--- src/sv/bttm_pkg.sv ---
// Shared types and constants for the battery trend monitor.
// Has no dependencies. The core and the top level import it.
package bttm_pkg;

    // Stage counter thresholds
    localparam logic [7:0] STAGE_SEED   = 8'd32;
    localparam logic [7:0] STAGE_SETTLE = 8'd64;
    localparam logic [7:0] STAGE_MAX    = 8'd255;

    // Curvature threshold after reset
    localparam logic signed [15:0] THRESH_RESET = 16'sd800;

    typedef struct packed {
        logic signed [15:0] level;
        logic signed [15:0] slope;
        logic signed [15:0] curvature;
        logic               batt_low;
        logic               settled;
    } result_t;

endpackage

--- src/sv/bttm_trend_core.sv ---
// Trend state and the combinational update of level, slope and curvature.
// Depends on bttm_pkg. The top level instantiates it.
module bttm_trend_core (
    input  logic                 aclk,
    input  logic                 aresetn,
    input  logic                 step,
    input  logic signed [12:0]   reading,
    input  logic signed [15:0]   threshold,
    output bttm_pkg::result_t    result
);
    import bttm_pkg::*;

    logic [7:0]         stage_reg,   stage_next;
    logic signed [15:0] level_reg,   level_next;
    logic signed [15:0] level32_reg, level32_next;
    logic signed [15:0] slope_reg,   slope_next;
    logic signed [15:0] curv_reg,    curv_next;
    logic               low_reg,     low_next;

    logic signed [15:0] raw_level;
    logic signed [16:0] d_level;
    logic signed [15:0] level_filt;
    logic signed [15:0] seed_diff;
    logic signed [15:0] slope_x;
    logic signed [16:0] d_slope;
    logic signed [15:0] slope_filt;
    logic signed [15:0] curv_x;
    logic signed [16:0] d_curv;
    logic signed [15:0] curv_filt;
    logic               settled;

    always_comb begin
        stage_next = (stage_reg == STAGE_MAX) ? stage_reg : stage_reg + 8'd1;

        // reading * 64, kept to 16 bits
        raw_level  = {reading[9:0], 6'b000000};

        // 1/256 filter on the level; the arithmetic shift floors
        d_level    = {raw_level[15], raw_level} - {level_reg[15], level_reg};
        level_filt = level_reg + {{7{d_level[16]}}, d_level[16:8]};

        // Per-item level change times 256 is the low byte of the shifted step
        slope_x    = {d_level[15:8], 8'h00};
        d_slope    = {slope_x[15], slope_x} - {slope_reg[15], slope_reg};
        slope_filt = slope_reg + {{7{d_slope[16]}}, d_slope[16:8]};

        // Per-item slope change times 512
        curv_x     = {d_slope[14:8], 9'b000000000};
        d_curv     = {curv_x[15], curv_x} - {curv_reg[15], curv_reg};
        curv_filt  = curv_reg + {{7{d_curv[16]}}, d_curv[16:8]};

        level_next   = level_reg;
        level32_next = level32_reg;
        if (stage_next == STAGE_SEED) begin
            level_next   = raw_level;
            level32_next = raw_level;
        end else if (stage_next > STAGE_SEED) begin
            level_next   = level_filt;
        end

        seed_diff  = level_next - level32_reg;
        slope_next = slope_reg;
        curv_next  = curv_reg;
        if (stage_next == STAGE_SETTLE) begin
            slope_next = {seed_diff[12:0], 3'b000};
            curv_next  = '0;
        end else if (stage_next > STAGE_SETTLE) begin
            slope_next = slope_filt;
            curv_next  = curv_filt;
        end

        settled  = (stage_next >= STAGE_SETTLE);
        low_next = settled ? (!slope_next[15] && (curv_next >= threshold)) : low_reg;

        result.level     = level_next;
        result.slope     = slope_next;
        result.curvature = curv_next;
        result.batt_low  = low_next;
        result.settled   = settled;
    end

    always_ff @(posedge aclk) begin
        if (!aresetn) begin
            stage_reg   <= '0;
            level_reg   <= '0;
            level32_reg <= '0;
            slope_reg   <= '0;
            curv_reg    <= '0;
            low_reg     <= 1'b0;
        end else if (step) begin
            stage_reg   <= stage_next;
            level_reg   <= level_next;
            level32_reg <= level32_next;
            slope_reg   <= slope_next;
            curv_reg    <= curv_next;
            low_reg     <= low_next;
        end
    end

endmodule

--- src/sv/battery_trend_monitor.sv ---
// Battery trend monitor: a request is accepted into the input register, then moves on to the
// result register, from which it is offered. Throughput one request per cycle unless the output
// stalls (m_ready low); the trend state updates as a request moves from the input register to the
// result register. Reset (aresetn, synchronous, active low) clears the stage count, the trend state
// and both valid flags, and loads the curvature threshold with 800.
module battery_trend_monitor (
    input  logic                aclk,
    input  logic                aresetn,
    input  logic                cfg_we,
    input  logic signed [15:0]  cfg_wdata,
    input  logic                s_valid,
    output logic                s_ready,
    input  logic signed [12:0]  s_reading,
    output logic                m_valid,
    input  logic                m_ready,
    output logic signed [15:0]  m_level,
    output logic signed [15:0]  m_slope,
    output logic signed [15:0]  m_curvature,
    output logic                m_batt_low,
    output logic                m_settled
);
    import bttm_pkg::*;

    // Configuration: the curvature threshold
    logic signed [15:0] thresh_reg;

    // Input register stage
    logic               in_valid_reg;
    logic signed [12:0] in_reading_reg;

    // Result register stage
    logic               res_valid_reg;
    result_t            res_reg;
    result_t            res_next;

    logic               out_free;
    logic               advance;

    // The result register can take a new request when empty or being drained.
    // A request advances out of the input register exactly when it can land;
    // that same edge commits the trend state update.
    assign out_free = !res_valid_reg || m_ready;
    assign advance  = in_valid_reg && out_free;
    assign s_ready  = !in_valid_reg || advance;

    always_ff @(posedge aclk) begin
        if (!aresetn) begin
            thresh_reg <= THRESH_RESET;
        end else if (cfg_we) begin
            thresh_reg <= cfg_wdata;
        end
    end

    // Hold the request until the result stage accepts it
    always_ff @(posedge aclk) begin
        if (!aresetn) begin
            in_valid_reg <= 1'b0;
        end else if (s_ready) begin
            in_valid_reg <= s_valid;
        end
    end

    always_ff @(posedge aclk) begin
        if (s_valid && s_ready) begin
            in_reading_reg <= s_reading;
        end
    end

    bttm_trend_core u_core (
        .aclk      (aclk),
        .aresetn   (aresetn),
        .step      (advance),
        .reading   (in_reading_reg),
        .threshold (thresh_reg),
        .result    (res_next)
    );

    // Load the result when a request advances; drop valid once taken
    always_ff @(posedge aclk) begin
        if (!aresetn) begin
            res_valid_reg <= 1'b0;
        end else if (out_free) begin
            res_valid_reg <= advance;
        end
    end

    always_ff @(posedge aclk) begin
        if (advance) begin
            res_reg <= res_next;
        end
    end

    assign m_valid     = res_valid_reg;
    assign m_level     = res_reg.level;
    assign m_slope     = res_reg.slope;
    assign m_curvature = res_reg.curvature;
    assign m_batt_low  = res_reg.batt_low;
    assign m_settled   = res_reg.settled;

`ifndef SYNTHESIS
    // A held request is never lost without advancing
    a_in_hold: assert property (@(posedge aclk) disable iff (!aresetn)
        (in_valid_reg && !advance) |=> in_valid_reg)
        else $error("input request dropped without advancing");

    // A new request is only taken into a full input stage when it empties
    a_in_no_overwrite: assert property (@(posedge aclk) disable iff (!aresetn)
        (s_valid && s_ready && in_valid_reg) |-> advance)
        else $error("input register overwritten");

    // Low battery is only ever flagged once settled
    a_low_needs_settled: assert property (@(posedge aclk) disable iff (!aresetn)
        (m_valid && m_batt_low) |-> m_settled)
        else $error("low battery flagged before settling");

    // Low battery requires a non-negative slope
    a_low_needs_slope: assert property (@(posedge aclk) disable iff (!aresetn)
        (m_valid && m_batt_low) |-> !m_slope[15])
        else $error("low battery flagged with negative slope");
`endif

endmodule
--- config.mk ---
export PLATFORM = sky130hd
export DESIGN_NAME = battery_trend_monitor
export DESIGN_NICKNAME = d
export VERILOG_FILES = /design/src/sv/bttm_pkg.sv /design/src/sv/bttm_trend_core.sv /design/src/sv/battery_trend_monitor.sv
export SDC_FILE = /design/constraint.sdc
export NUM_CORES = 1
export LEC_CHECK = 0
export BUFFER_PORTS_ARGS = -buffer_cell sky130_fd_sc_hd__clkbuf_2
export CAP_MARGIN = 15
export CORE_UTILIZATION = 55
export CTS_CLUSTER_SIZE = 8
export DETAILED_ROUTE_END_ITERATION = 7
export GPL_ROUTABILITY_DRIVEN = 1
export PLACE_DENSITY = 0.89
export SLEW_MARGIN = 25
export SYNTH_ARGS = -nofsm -noshare
export SYNTH_HDL_FRONTEND = slang
export SYNTH_HIERARCHICAL = 1
export SYNTH_SLANG_ARGS = --single-unit
--- constraint.sdc ---
create_clock -name aclk -period 7 [get_ports aclk]
set_clock_uncertainty 0.1 [all_clocks]
set_input_delay 1.75 -clock aclk [delete_from_list [all_inputs] [get_ports aclk]]
set_output_delay 1.75 -clock aclk [all_outputs]
set_load 0.01 [all_outputs]
==> metrics.md, run 1 <==
| Metric | Value |
|---|---|
| H-tree levels | `4` |
| CP Capture Type | `register` |
| Post-Syn Area | `between 9000 and 10000 um2` |
| Pre-CTS setup slack | `-0.718 ns` |
| Std cell rows | `between 40 and 50` |
| Most frequent cells in the layout | `buf_4 (104), nor2_1 (101), ha_1 (89)` |
| Hold Crit Class | `reg -> reg` |
| Mapped Nets | `between 1000 and 1500` |
| GRT overflow | `0` |
| Die area | `17700 um2` |
| Clock root buffer | `clkbuf_16` |
| Antenna Nets Post-Route | `0` |
| Actual slew at the worst max-slew pin | `between 1 and 1.5 ns` |
| Final nets | `about 1300` |
| Chip width | `between 100 and 150 um` |
| DP Wirelength | `between 15 and 20 mm` |
| Final min period | `a little under 8 ns` |
| Most common cell on crit path | `ha_1` |
| Final worst slack | `-0.852 ns` |
| Final setup fails | `2` |
| Leakage | `4.97 nW` |
| Total power draw | `between 0.002 and 0.003 W` |
| RR Startpoint | `in_reading_reg[1]` |
| Mapped Cells | `just over 1000` |
| Reg2Reg Setup Slack | `-0.85 ns` |
| Io pins | `86` |
| Global-route wire length before repair | `~41 mm` |
| Pwr Density | `around 250 nW/um2` |
| Worst path max stage delay | `between 0.4 and 0.5 ns` |
| Unrepaired setup endpoints after global routing | `true` |
| Startpoint types | `register` |
| Number of DRC markers in iteration 0 | `about 780` |
| Sinks on Clock Net | `between 100 and 150` |
| Yosys warnings | `6` |
| Clk slew on worst S/H paths | `around 0.070 ns` |
| Headroom to the max-slew limit | `around a third` |
| GRT Overall Usage | `between 20% and 30%` |
| Syn_area_per_cell | `9.16 um2` |
| Arrival time worst endpoint | `7.93 ns` |
| Fill cell count | `1135` |
| Vias per cell | `approximately 6` |
| Most common cell after layout, fill and taps aside | `buf_4` |
| Clock Tree Buf Depth | `2` |
| Final GP Congestion | `0.903` |
| Period utilization | `112%` |
| Status | `finished, violations left` |
| R2R depth | `35` |
| Crit path required time | `7.07 ns` |
| PortBufs | `82` |
| Core ar. | `between 15000 and 20000 um2` |
| Hold path startpoint | `u_core/level32_reg[6]` |
| Clock latency on the worst-skew pair | `approximately 0.44 ns` |
| Slowest CP cell | `edfxtp_1` |
| Final WL | `around 26 mm` |
| Fmax | `roughly 130 MHz` |
| Max-slew violations | `0` |
| Post-route cell area | `11600 um2` |
| Clock buffer count from CTS | `17` |
| Area grow syn2layout | `22.4%` |
| Placed Area | `10700 um2` |
| Average wire per standard cell | `roughly 18 um` |
| Largest net degree at the start of global routing | `between 50 and 60` |
| Initial Util | `56.6%` |
| RR Endpoint | `m_batt_low` |
| DR pass1 iterations | `6` |
| Failing checks | `setup timing` |
| Vias in the first global route | `between 8000 and 9000` |
| Via count of the routed design | `between 8000 and 9000` |
| Peak supply drop | `about 0.21 mV` |
| Layout cell share with drive strength beyond 1 | `a little under a quarter` |
| Die Y | `133 um` |
| Antenna cells | `0` |
| Initial antenna violation count | `0` |
| Setup CP Type | `reg -> reg` |
| MaxCap Viol Count | `0` |
| Cell depth of the worst hold path | `2` |
| Hold Path End | `u_core/level32_reg[6]` |
| DRC viols | `0` |
| Critical Path Fanout Max | `4` |
| Final hold vios | `0` |
| CTS tree | `done` |
==> area by class of cell <==
cell class | count | area (um2) | area share [%]
Clock buffer | 18 | 439 | 3.79
Clock inverter | 14 | 179 | 1.55
Inverter | 85 | 319 | 2.76
Multi-Input combinational cell | 767 | 5710 | 49.3
Sequential cell | 142 | 3440 | 29.8
Tap cell | 220 | 275 | 2.38
Timing Repair Buffer | 187 | 1210 | 10.5
==> per-layer routing <==
metal / GRT usage [%] / wire, um / up-vias
met5: 0 / 0 / -
li1: - / - / 4028
met4: 17.3 / 1040 / 0
met1: 35.8 / 10400 / 4087
met2: 49.6 / 12600 / 506
met3: 5.14 / 2220 / 92
==> worst max-delay path, delay by kind of cell, from the launching register on <==
kind | cells | cell delay [ns]
AO/OA/AOI/OAI | 18 | 3.68
adder cells (fa/ha/maj) | 5 | 1.68
XOR/XNOR | 4 | 0.83
AND/OR/NAND/NOR | 7 | 0.63
flip-flops | 1 | 0.47
buffers and inverters | 1 | 0.18
==> worst max path at each step <==
| stage | to | start | cells past startpoint | slack (ns) |
|---|---|---|---|---|
| after floorplan | m_batt_low | u_core/level_reg[0] | 36 | -0.22 |
| after global placement | m_batt_low | in_reading_reg[1] | 34 | -0.52 |
| after detailed placement | m_batt_low | in_reading_reg[1] | 34 | -0.72 |
| after CTS | m_batt_low | in_reading_reg[0] | 37 | -0.60 |
| after global routing | m_batt_low | in_reading_reg[1] | 37 | -1.05 |
| final | m_batt_low | in_reading_reg[1] | 35 | -0.85 |
==> stage by stage <==
stage          TNS (ns)  std cells  util (%)  hold slack (ns)
2_1_floorplan    -0.293       1032         -            0.341
3_3_place_gp      -1.02       1389      64.2            0.348
3_5_place_dp      -1.39       1389      64.2            0.356
4_1_cts           -1.20       1431      68.8            0.365
5_1_grt           -2.10       1433      69.3            0.401
6_report          -1.67       1433      69.3            0.392
==> report_power, final <==
part | switching [W] | internal [W]
Sequential | 0.0000184 | 0.000892
Combinational | 0.000536 | 0.000517
Clock | 0.000382 | 0.000576
Total | 0.000936 | 0.00199
==> repair_timing <==
item                                    CTS  global route
hold buffers                              0             0
endpoints found under the setup margin    2             2
hold endpoints to repair                  0             0
pin swaps                                10             9
resized for setup                         7            13
buffers inserted                         10             2
(Power assumes the default switching activity.)
==> run 2: changes to the inputs <==
--- a/config.mk
+++ b/config.mk
@@ -11,7 +11,7 @@
 export CTS_CLUSTER_SIZE = 8
 export DETAILED_ROUTE_END_ITERATION = 7
 export GPL_ROUTABILITY_DRIVEN = 1
-export PLACE_DENSITY = 0.89
+export PLACE_DENSITY_LB_ADDON = 0.2
 export SLEW_MARGIN = 25
 export SYNTH_ARGS = -nofsm -noshare
 export SYNTH_HDL_FRONTEND = slang
==> metrics.md, run 2 (synthesis results as in run 1) <==
| Metric | Value |
|---|---|
| Status | `finished, violations left` |
| Failing checks | `setup timing` |
| Largest net degree at the start of global routing | `77` |
| Most frequent cells in the layout | `buf_4 (117), nor2_1 (102), ha_1 (87)` |
| DR pass1 iterations | `5` |
| Met2 WL | `~11 mm` |
| Pre-CTS setup slack | `-0.701 ns` |
| Met3 WL | `around 1.3 mm` |
| Final nets | `between 1000 and 1500` |
| GRT overflow | `0` |
| H-tree levels | `4` |
| Clock Tree Buf Depth | `2` |
| Initial antenna violation count | `0` |
| Cts hold-fix bufs | `0` |
| Vias per cell | `5.70` |
| Slowest CP cell | `edfxtp_1` |
| Most common cell after layout, fill and taps aside | `buf_4` |
| Final WL | `~24 mm` |
| Arrival time worst endpoint | `7.79 ns` |
| Global-route wire length before repair | `around 38 mm` |
| Placed Area | `10800 um2` |
| Final GP Congestion | `approximately 0.93` |
| Pwr Density | `252 nW/um2` |
| Fmax | `between 100 and 150 MHz` |
| Vias in the first global route | `between 7000 and 8000` |
| Sequential cell area | `about 3400 um2` |
| Antenna cells | `0` |
| Clock root buffer | `clkbuf_16` |
| Max-slew violations | `0` |
| Average wire per standard cell | `between 15 and 20 um` |
| CP Capture Type | `register` |
| Final hold vios | `0` |
| DP Wirelength | `16.6 mm` |
| Std cell rows | `between 40 and 50` |
| MaxCap Viol Count | `0` |
| Fin util | `70.1%` |
| RR Endpoint | `m_batt_low` |
| Final worst slack | `-0.715 ns` |
| Area of the multi-input gates | `about 5700 um2` |
| Sinks on Clock Net | `about 140` |
| Reg2Reg Setup Slack | `-0.72 ns` |
| Die area | `17700 um2` |
| RR Startpoint | `in_reading_reg[1]` |
| Top Layer Used | `met4` |
| Die Y | `around 130 um` |
| Clock latency on the worst-skew pair | `0.43 ns` |
| Startpoint types | `register` |
| Actual slew at the worst max-slew pin | `approximately 0.95 ns` |
| Layout cell share with drive strength beyond 1 | `23.6%` |
| Unrepaired setup endpoints after global routing | `true` |
| Via count of the routed design | `a little over 8000` |
| Final setup fails | `2` |
| Io pins | `86` |
| Chip width | `133 um` |
| Period utilization | `110%` |
| CTS tree | `done` |
| Final min period | `7.72 ns` |
| Peak supply drop | `approximately 0.19 mV` |
| Clk slew on worst S/H paths | `about 0.060 ns` |
| Leakage | `between 5 and 6 nW` |
| GRT Overall Usage | `27.1%` |
| Post-route cell area | `about 12000 um2` |
| R2R depth | `39` |
| CP Launch Point | `in_reading_reg[1]` |
| CP endpoint | `m_batt_low` |
| Initial Util | `a little under three fifths` |
| PortBufs | `82` |
| Antenna Nets Post-Route | `0` |
| DRC viols | `0` |
| Number of DRC markers in iteration 0 | `515` |
| Critical Path Fanout Max | `4` |
| Headroom to the max-slew limit | `36.4%` |
| Core ar. | `between 15000 and 20000 um2` |
| Crit path required time | `7.08 ns` |
| Wl on met1 | `11.1 mm` |
| Worst path max stage delay | `slightly above 0.5 ns` |
| Hold Crit Class | `reg -> reg` |
| Setup CP Type | `reg -> reg` |
| Area grow syn2layout | `23.8%` |
| Total power draw | `between 0.002 and 0.003 W` |
| Clock buffer count from CTS | `17` |
| Fill cell count | `1300` |
[run 2: layer usage]
layer  vias up  global-route usage, %
li1       4063                      -
met1      3877                   36.4
met2       263                   43.9
met3        45                   4.76
met4         0                   10.0
met5         -                      0
[run 2: through the flow]
stage | setup TNS, ns | std cells | hold WS, ns
6_report | -1.37 | 1446 | 0.369
5_1_grt | -2.10 | 1446 | 0.403
4_1_cts | -1.35 | 1441 | 0.373
3_5_place_dp | -1.38 | 1400 | 0.364
3_3_place_gp | -1.10 | 1400 | 0.352
2_1_floorplan | -0.293 | 1032 | 0.341
[run 2: critical path: cells and delay by family, from the launching register on]
kind | cells | cell delay [ns]
simple gates | 10 | 1.19
buf+inv | 4 | 0.45
mux | 1 | 0.27
xor+xnor | 3 | 0.56
flops | 1 | 0.51
fa+ha+maj | 5 | 1.48
compound gates | 16 | 2.89
[run 2: worst min-delay path by stage]
stage / startpoint / end / cells after the start
finish: u_core/level32_reg[12] / u_core/level32_reg[12] / 2
global route: u_core/level32_reg[6] / u_core/level32_reg[6] / 2
CTS: u_core/level32_reg[12] / u_core/level32_reg[12] / 2
detailed placement: u_core/level32_reg[6] / u_core/level32_reg[6] / 2
global placement: u_core/level32_reg[6] / u_core/level32_reg[6] / 2
floorplan: u_core/level32_reg[6] / u_core/level32_reg[6] / 2
[run 2: repair_timing]
action | in CTS | in global routing
hold endpoints to repair | 0 | 0
setup endpoints to repair | 2 | 2
buffers inserted | 9 | 5
pin swaps | 7 | 31
cloned | 0 | 0
resized for setup | 1 | 22
[run 2: final cells by class]
cell class                      instances  share of cell area (%)
Clock buffer                           19                    3.78
Clock inverter                         13                    1.58
Inverter                               85                    2.73
Multi-Input combinational cell        767                    49.0
Sequential cell                       142                    29.4
Tap cell                              220                    2.35
Timing Repair Buffer                  200                    11.2
[run 2: report_power, final]
part | internal [W] | switching, W | leakage, nW
clock | 0.000608 | 0.000369 | 0.308
sequential | 0.000893 | 0.0000176 | 1.21
combinational | 0.000542 | 0.000518 | 3.50
total | 0.00204 | 0.000904 | 5.02
